$ cat src/design/cesc_pkg.sv
// ----------------------------------------------------------------------------
// cesc_pkg
// Shared types and constants for the capability escape decoder.
// ----------------------------------------------------------------------------
package cesc_pkg;

    // character codes
    localparam logic [7:0] CH_NUL   = 8'h00;
    localparam logic [7:0] CH_COLON = 8'h3A;
    localparam logic [7:0] CH_CARET = 8'h5E;
    localparam logic [7:0] CH_BSL   = 8'h5C;
    localparam logic [7:0] CH_ZERO  = 8'h30;
    localparam logic [7:0] CH_NINE  = 8'h39;

    // control mask for caret sequences
    localparam logic [7:0] CARET_MASK = 8'h1F;

    // pad count limit and saturation limit of the delay count
    localparam logic [6:0]  MAX_PAD   = 7'd100;
    localparam logic [15:0] DELAY_MAX = 16'hFFFF;

    // output queue depth (two words can be pushed per accepted character)
    localparam int QDEPTH = 4;
    localparam int QAW    = $clog2(QDEPTH);
    localparam int QCW    = $clog2(QDEPTH + 1);

    typedef enum logic [2:0] {
        PH_DIGITS = 3'd0,
        PH_BODY   = 3'd1,
        PH_CARET  = 3'd2,
        PH_ESC    = 3'd3,
        PH_OCT1   = 3'd4,
        PH_OCT2   = 3'd5
    } phase_t;

    // one result word
    typedef struct packed {
        logic [7:0] out_byte;
        logic       is_end;
        logic [6:0] pad_count;
        logic       last;
    } result_t;

    // fixed escape map
    function automatic logic [7:0] escape_map(input logic [7:0] c);
        logic [7:0] r;
        begin
            unique case (c)
                8'h45:   r = 8'h1B; // E
                8'h6E:   r = 8'h0A; // n
                8'h72:   r = 8'h0D; // r
                8'h74:   r = 8'h09; // t
                8'h62:   r = 8'h08; // b
                8'h66:   r = 8'h0C; // f
                default: r = c;     // ^ \ : and everything else
            endcase
            return r;
        end
    endfunction

endpackage

$ cat src/design/cesc_queue.sv
// ----------------------------------------------------------------------------
// cesc_queue
// Small queue: takes up to two words per cycle, gives one per cycle on ready.
// ----------------------------------------------------------------------------
module cesc_queue
    import cesc_pkg::*;
(
    input  logic            clk,
    input  logic            rst_n,
    input  logic [1:0]      push_n,
    input  result_t         push0,
    input  result_t         push1,
    output logic            room2,
    output logic            out_valid,
    input  logic            out_ready,
    output result_t         head
);

    result_t            mem_reg [QDEPTH];
    logic [QAW-1:0]     rd_reg;
    logic [QAW-1:0]     rd_next;
    logic [QAW-1:0]     wr_reg;
    logic [QAW-1:0]     wr_next;
    logic [QCW-1:0]     cnt_reg;
    logic [QCW-1:0]     cnt_next;
    logic               pop;
    logic [QAW-1:0]     wr1;

    assign pop       = out_valid && out_ready;
    assign out_valid = (cnt_reg != '0);
    assign head      = mem_reg[rd_reg];
    assign room2     = (cnt_reg <= QCW'(QDEPTH - 2));
    assign wr1       = wr_reg + QAW'(1);

    // pointer and count update
    always_comb
    begin
        rd_next  = pop ? rd_reg + QAW'(1) : rd_reg;
        wr_next  = wr_reg + QAW'(push_n);
        cnt_next = cnt_reg + QCW'(push_n) - QCW'(pop);
    end

    always_ff @(posedge clk or negedge rst_n)
    begin
        if (!rst_n)
        begin
            rd_reg  <= '0;
            wr_reg  <= '0;
            cnt_reg <= '0;
        end
        else
        begin
            rd_reg  <= rd_next;
            wr_reg  <= wr_next;
            cnt_reg <= cnt_next;
        end
    end

    // storage, no reset
    always_ff @(posedge clk)
    begin
        if (push_n != 2'd0)
        begin
            mem_reg[wr_reg] <= push0;
        end
        if (push_n == 2'd2)
        begin
            mem_reg[wr1] <= push1;
        end
    end

endmodule

$ cat src/design/capability_escape_decoder.sv
// ----------------------------------------------------------------------------
// capability_escape_decoder
// Decodes capability value characters into bytes plus an end word with pad.
// ----------------------------------------------------------------------------
// A result word is registered in the result queue when its character is taken.
// Throughput: one character per cycle while the queue has room for two words and
//   each makes at most one word; a character that makes two words needs two pops.
// in_ready is high while the four-word result queue has room for two words.
// Reset (async, active low) empties the queue, clears halvings and the delay
//   count and returns to the leading-digits phase.
module capability_escape_decoder
    import cesc_pkg::*;
(
    input  logic        clk,
    input  logic        rst_n,
    input  logic        cfg_we,
    input  logic [3:0]  cfg_wdata,
    input  logic        in_valid,
    output logic        in_ready,
    input  logic [7:0]  in_char,
    output logic        out_valid,
    input  logic        out_ready,
    output logic [7:0]  out_byte,
    output logic        is_end,
    output logic [6:0]  pad_count,
    output logic        last
);

    phase_t         phase_reg;
    phase_t         phase_next;
    logic [15:0]    delay_reg;
    logic [15:0]    delay_next;
    logic [7:0]     oct_reg;
    logic [7:0]     oct_next;
    logic [3:0]     halvings_reg;

    logic           accept;
    logic           room2;
    logic [1:0]     push_n;
    result_t        push0;
    result_t        push1;
    result_t        head;

    logic           is_dig;
    logic [7:0]     digit;
    logic [19:0]    acc_wide;
    logic [15:0]    shifted;
    logic [6:0]     pad_val;
    logic [7:0]     oct_step;
    result_t        end_word;
    logic           emit_oct;
    logic           do_body;

    assign in_ready = room2;
    assign accept   = in_valid && in_ready;

    assign is_dig   = (in_char >= CH_ZERO) && (in_char <= CH_NINE);
    assign digit    = in_char - CH_ZERO;
    assign acc_wide = 20'(delay_reg) * 20'd10 + 20'(digit);
    assign oct_step = {oct_reg[4:0], 3'b000} | digit;

    // pad count from the delay
    assign shifted = delay_reg >> halvings_reg;
    always_comb
    begin
        if (delay_reg == '0)
            pad_val = '0;
        else if (shifted >= 16'(MAX_PAD))
            pad_val = MAX_PAD;
        else
            pad_val = 7'(shifted) + 7'd1;
    end

    assign end_word = '{out_byte: 8'h00, is_end: 1'b1, pad_count: pad_val, last: 1'b1};

    // decode one character
    always_comb
    begin
        result_t w;
        phase_next = phase_reg;
        delay_next = delay_reg;
        oct_next   = oct_reg;
        push_n     = 2'd0;
        push0      = '0;
        push1      = '0;
        emit_oct   = 1'b0;
        do_body    = 1'b0;
        w          = '0;

        unique case (phase_reg)
            PH_DIGITS:
            begin
                if (is_dig)
                begin
                    delay_next = (acc_wide > 20'(DELAY_MAX)) ? DELAY_MAX : acc_wide[15:0];
                end
                else
                begin
                    do_body = 1'b1;
                end
            end
            PH_CARET:
            begin
                phase_next = PH_BODY;
                push_n     = 2'd1;
                push0      = '{out_byte: in_char & CARET_MASK, is_end: 1'b0,
                               pad_count: 7'd0, last: 1'b1};
            end
            PH_ESC:
            begin
                if (is_dig)
                begin
                    oct_next   = digit;
                    phase_next = PH_OCT1;
                end
                else
                begin
                    phase_next = PH_BODY;
                    push_n     = 2'd1;
                    push0      = '{out_byte: escape_map(in_char), is_end: 1'b0,
                                   pad_count: 7'd0, last: 1'b1};
                end
            end
            PH_OCT1:
            begin
                if (in_char == CH_NUL || in_char == CH_COLON)
                begin
                    emit_oct = 1'b1;
                    do_body  = 1'b1;
                end
                else
                begin
                    oct_next   = oct_step;
                    phase_next = PH_OCT2;
                end
            end
            PH_OCT2:
            begin
                if (is_dig)
                begin
                    phase_next = PH_BODY;
                    push_n     = 2'd1;
                    push0      = '{out_byte: oct_step, is_end: 1'b0,
                                   pad_count: 7'd0, last: 1'b1};
                end
                else
                begin
                    emit_oct = 1'b1;
                    do_body  = 1'b1;
                end
            end
            default:
            begin
                do_body = 1'b1;
            end
        endcase

        // ordinary value character, optionally after a pending octal byte
        if (do_body)
        begin
            phase_next = PH_BODY;
            if (in_char == CH_NUL || in_char == CH_COLON)
            begin
                w          = end_word;
                phase_next = PH_DIGITS;
                delay_next = '0;
                oct_next   = '0;
            end
            else if (in_char == CH_CARET)
            begin
                phase_next = PH_CARET;
            end
            else if (in_char == CH_BSL)
            begin
                phase_next = PH_ESC;
            end
            else
            begin
                w = '{out_byte: in_char, is_end: 1'b0, pad_count: 7'd0, last: 1'b1};
            end

            if (emit_oct)
            begin
                push0 = '{out_byte: oct_reg, is_end: 1'b0, pad_count: 7'd0, last: 1'b1};
                if (phase_next == PH_BODY || phase_next == PH_DIGITS)
                begin
                    push0.last = 1'b0;
                    push1      = w;
                    push_n     = 2'd2;
                end
                else
                begin
                    push_n = 2'd1;
                end
            end
            else if (phase_next == PH_BODY || phase_next == PH_DIGITS)
            begin
                push0  = w;
                push_n = 2'd1;
            end
        end

        if (!accept)
        begin
            push_n = 2'd0;
        end
    end

    // decoder state
    always_ff @(posedge clk or negedge rst_n)
    begin
        if (!rst_n)
        begin
            phase_reg    <= PH_DIGITS;
            delay_reg    <= '0;
            oct_reg      <= '0;
            halvings_reg <= '0;
        end
        else
        begin
            if (accept)
            begin
                phase_reg <= phase_next;
                delay_reg <= delay_next;
                oct_reg   <= oct_next;
            end
            if (cfg_we)
            begin
                halvings_reg <= cfg_wdata;
            end
        end
    end

    // result words
    cesc_queue u_queue (
        .clk       (clk),
        .rst_n     (rst_n),
        .push_n    (push_n),
        .push0     (push0),
        .push1     (push1),
        .room2     (room2),
        .out_valid (out_valid),
        .out_ready (out_ready),
        .head      (head)
    );

    assign out_byte  = head.out_byte;
    assign is_end    = head.is_end;
    assign pad_count = head.pad_count;
    assign last      = head.last;

endmodule

$ cat config.mk
export PLATFORM = sky130hd
export DESIGN_NAME = capability_escape_decoder
export DESIGN_NICKNAME = d
export VERILOG_FILES = /design/src/design/cesc_pkg.sv /design/src/design/cesc_queue.sv /design/src/design/capability_escape_decoder.sv
export SDC_FILE = /design/constraint.sdc
export NUM_CORES = 1
export LEC_CHECK = 0
export BUFFER_PORTS_ARGS = -buffer_cell sky130_fd_sc_hd__buf_2
export CORE_UTILIZATION = 40
export CTS_CLUSTER_SIZE = 28
export DETAILED_ROUTE_END_ITERATION = 7
export PLACE_DENSITY = 0.54
export SLEW_MARGIN = 10
export SYNTH_ARGS = -nofsm -noshare
export SYNTH_HDL_FRONTEND = slang
export SYNTH_SLANG_ARGS = --single-unit
$ cat constraint.sdc
create_clock -name clk -period 4.65 [get_ports clk]
set_clock_uncertainty 0.1 [all_clocks]
set_input_delay 0.2325 -clock clk [delete_from_list [all_inputs] [get_ports clk]]
set_output_delay 0.2325 -clock clk [all_outputs]
set_load 0.02 [all_outputs]
==> results.py <==
metrics = {
    "run_status": {
        "status": "complete, but fails checks",
        "failed_checks": "DRC",
    },
    "power": {
        "vdd_ir_drop_max_uv": 147,
        "power.leakage_nw": 3.30,
        "switching_power_mw": 1.19,
        "clkPwrFrac_pct": 22.3,
        "share_comb_of_total_power_pct": 37.6,
        "p_per_area_nw_per_um2": 396,
        "sw_frac_of_total_pct": 37.2,
        "p_seq_share_pct": 40.1,
        "intPower_mw": 2.01,
    },
    "finish": {
        "nets": 804,
        "drive_above_1_share_pct": 14.5,
        "antenna_cells": 0,
        "syn2layout_area_growth_pct": 8.39,
        "fillers": 1686,
        "largest_reg_flops": 68,
    },
    "clocking": {
        "cts_setup_buffers": 0,
        "clkLatencyLatePin_ns": 0.35,
        "ctsHtreeMaxLevel": 3,
        "cts_sinks": 106,
        "cts_buffers": 9,
        "cts_buffer_depth": 2,
        "root_buffer": "clkbuf_16",
        "cts_tree": "yes",
        "clk_pin_slew_ns": 0.07,
    },
    "global_routing": {
        "grt_usage_pct": 20.1,
        "gr-total-overflow": 0,
        "antenna_found_initial": 0,
        "grt_pass1_wl_um": 30700,
        "grt_max_degree": 39,
        "grt_pass1_vias": 5831,
    },
    "synth": {
        "synth.yosys.seq_area_share_pct": 40.1,
        "ys_ff_latch": 106,
        "synth_edf_count": 68,
        "synth_flop_cell": "edfxtp_1",
        "syn_avg_cell_area_um2": 10.4,
        "synthArstFlopShare_pct": 35.8,
        "syn_area_um2": 7470,
        "synth_cells": 721,
        "yosys_warnings": 0,
        "synth_nets": 786,
        "yosys.cell_types.count": 69,
    },
    "worst_setup_path": {
        "cp_data_arrival_time_ns": 4.43,
        "crit_type": "reg2reg",
        "start_kind": "flip-flop",
        "endpoint_kind": "flip-flop",
        "critPathMaxFanout": 16,
        "critical_path_required_ns": 4.73,
    },
    "sta": {
        "worstMarginPinSlew_ns": 0.921,
        "fin_crit_ns": 4.35,
        "finalSetupViolCount": 0,
        "fin_ws_ns": 0.300,
        "fmax_mhz": 230,
        "slew_viol_final": 0,
        "rsz0062_at_grt": "no",
        "slew-limit-headroom_pct": 38.6,
        "fin_setup_tns_ns": 0,
        "period_share_pct": 93.6,
        "hold_viol": 0,
    },
    "placed_design": {
        "io_buffer_count": 35,
        "post-place-ws_ns": 0.483,
        "place_congestion": 0.880,
        "dp_hpwl_um": 13500,
    },
    "drt": {
        "drtPass1Iterations": 7,
        "via_per_inst": 5.91,
        "drc": 3,
        "ant_nets": 0,
        "drt_iter0_markers": 557,
        "via_count": 5754,
        "wl_um": 18600,
        "wl_per_cell_um": 19.1,
    },
    "floorplan": {
        "pin_count": 36,
        "dieArea_um2": 19200,
        "rows": 49,
        "die_h_um": 139,
        "die_x_um": 139,
        "core_area_um2": 18100,
        "start_util_pct": 41.2,
    },
    "worst_hold_path": {
        "hp-class": "in2reg",
    },
    "job": {
        "cap_violations": 0,
    },
}
[cells in the mapped netlist (3+ instances only)]
cell | instances | area share (%)
a22oi_1 | 4 | 0.40
nor2b_1 | 3 | 0.25
a211oi_1 | 7 | 0.70
edfxtp_1 | 68 | 27
dfrtp_1 | 38 | 13
o21ai_1 | 4 | 0.27
o21ai_0 | 48 | 3.2
nor3_1 | 21 | 1.4
buf_4 | 4 | 0.40
a21oi_1 | 39 | 2.6
o21a_1 | 4 | 0.40
inv_1 | 19 | 0.95
a221oi_1 | 6 | 0.70
a21o_1 | 8 | 0.80
o21bai_1 | 3 | 0.30
or3_1 | 4 | 0.33
and2_1 | 5 | 0.42
or3b_2 | 3 | 0.35
fa_1 | 3 | 0.80
nand4_1 | 8 | 0.67
mux4_2 | 29 | 8.7
ha_1 | 45 | 7.5
and3_1 | 10 | 0.84
buf_2 | 8 | 0.54
nor2_1 | 80 | 4.0
a22o_1 | 8 | 0.94
o211ai_1 | 4 | 0.40
nand3_1 | 20 | 1.3
nor4_1 | 7 | 0.59
xnor2_1 | 13 | 1.5
clkbuf_1 | 22 | 1.1
mux2_2 | 4 | 0.60
xor2_1 | 18 | 2.1
mux2i_1 | 28 | 3.8
nand2_1 | 49 | 2.5
nor3b_1 | 4 | 0.40
nand2b_1 | 12 | 1.0
a31oi_1 | 19 | 1.6
[power groups by stage]
stage                     sequential (mW)  combinational [mW]  clock (mW)
after detailed placement             1.31                1.21           0
after floorplan                      1.20               0.966           0
after CTS                            1.29                1.22       0.733
after global routing                 1.31                1.33       0.769
final                                1.29                1.21       0.714
after global placement               1.30                1.19           0
[metrics by stage]
step	hold WS [ns]	utilization [%]	cell area, um2	std cells	total power [mW]
4_1_cts	0.00168	44.6	8100	973	3.24
5_1_grt	0.0153	44.6	8100	973	3.41
6_report	0.0130	44.6	8100	973	3.21
3_3_place_gp	0.301	43.0	7810	955	2.49
2_1_floorplan	-0.163	-	7470	721	2.17
3_5_place_dp	0.315	43.0	7810	955	2.52
[critical path, cell delays in order, from the launching register on]
cell      delay (ns)
dfrtp_1         0.47
ha_1            0.33
ha_1            0.24
fa_1            0.43
a211oi_1        0.45
o21ai_0         0.17
a21oi_1         0.34
xor2_1          0.20
nor3_1          0.34
nand3_1         0.18
mux2i_2         0.73
a31oi_1         0.19
[cell type report]
class                           instances  area [um2]  share of cell area [%]
Inverter                               21        78.8                   0.973
Clock buffer                           10         229                    2.83
Clock inverter                          6        38.8                   0.479
Tap cell                              229         287                    3.54
Multi-Input combinational cell        556        4220                    52.1
Sequential cell                       106        2990                    37.0
Timing Repair Buffer                   45         255                    3.15
[cells by family after synthesis]
logic type	synth area share, %
buf+inv	3.50
flops	40.1
fa+ha+maj	8.34
simple gates	16.5
mux	13.3
xor+xnor	3.63
compound gates	14.7
[routing by layer]
metal  vias to the layer above  global-route usage [%]  wire, um
li1                       2781                       -         -
met3                        28                    1.93       759
met4                         0                    7.31       359
met5                         -                       0         0
met2                       160                    32.1      8570
met1                      2785                    28.6      8870
[cell usage in the layout, fill, tap and decap left out, drive strengths merged, types with 3 or more instances in the layout]
master	Yosys	final
nand3	20	20
nor3b	6	6
clkbuf	22	10
a21o	8	8
a221oi	6	6
mux2	4	4
clkinv	0	3
o211ai	4	4
inv	21	23
buf	16	43
nor2b	3	3
nor2	80	80
nand4	8	8
and3	10	10
dfrtp	38	38
ha	45	45
or3b	3	3
nand2	49	49
xor2	18	18
and2	5	5
nor3	23	23
a22oi	4	4
o21ai	52	52
mux2i	29	29
o21bai	3	3
mux4	29	29
a31oi	19	19
fa	3	3
a211oi	7	7
nand2b	12	12
a21oi	39	39
a22o	8	8
or3	4	4
o21a	5	5
edfxtp	68	68
nor4	8	8
xnor2	13	13
[path summary, 6_finish.rpt]
path,end,cells after the start,slack [ns],startpoint
worst min-delay path,halvings_reg[2]$_DFFE_PN0P_,2,0.01,cfg_wdata[2]
min in group asynchronous,oct_reg[6]$_DFFE_PN0P_,2,0.45,rst_n
worst max-delay path,delay_reg[0]$_DFFE_PN0P_,11,0.30,delay_reg[1]$_DFFE_PN0P_
worst min register to register,u_queue.cnt_reg[2]$_DFF_PN0_,1,0.40,u_queue.cnt_reg[2]$_DFF_PN0_
max in group asynchronous,delay_reg[4]$_DFFE_PN0P_,2,3.43,rst_n
worst max register to register,delay_reg[0]$_DFFE_PN0P_,11,0.30,delay_reg[1]$_DFFE_PN0P_
[timing repair]
item                                    CTS  global route
hold endpoints to repair                 39             0
endpoints found under the setup margin    0             0
resized for setup                         0             0
hold buffers                              2             0
Power figures use the tool's default switching activity.
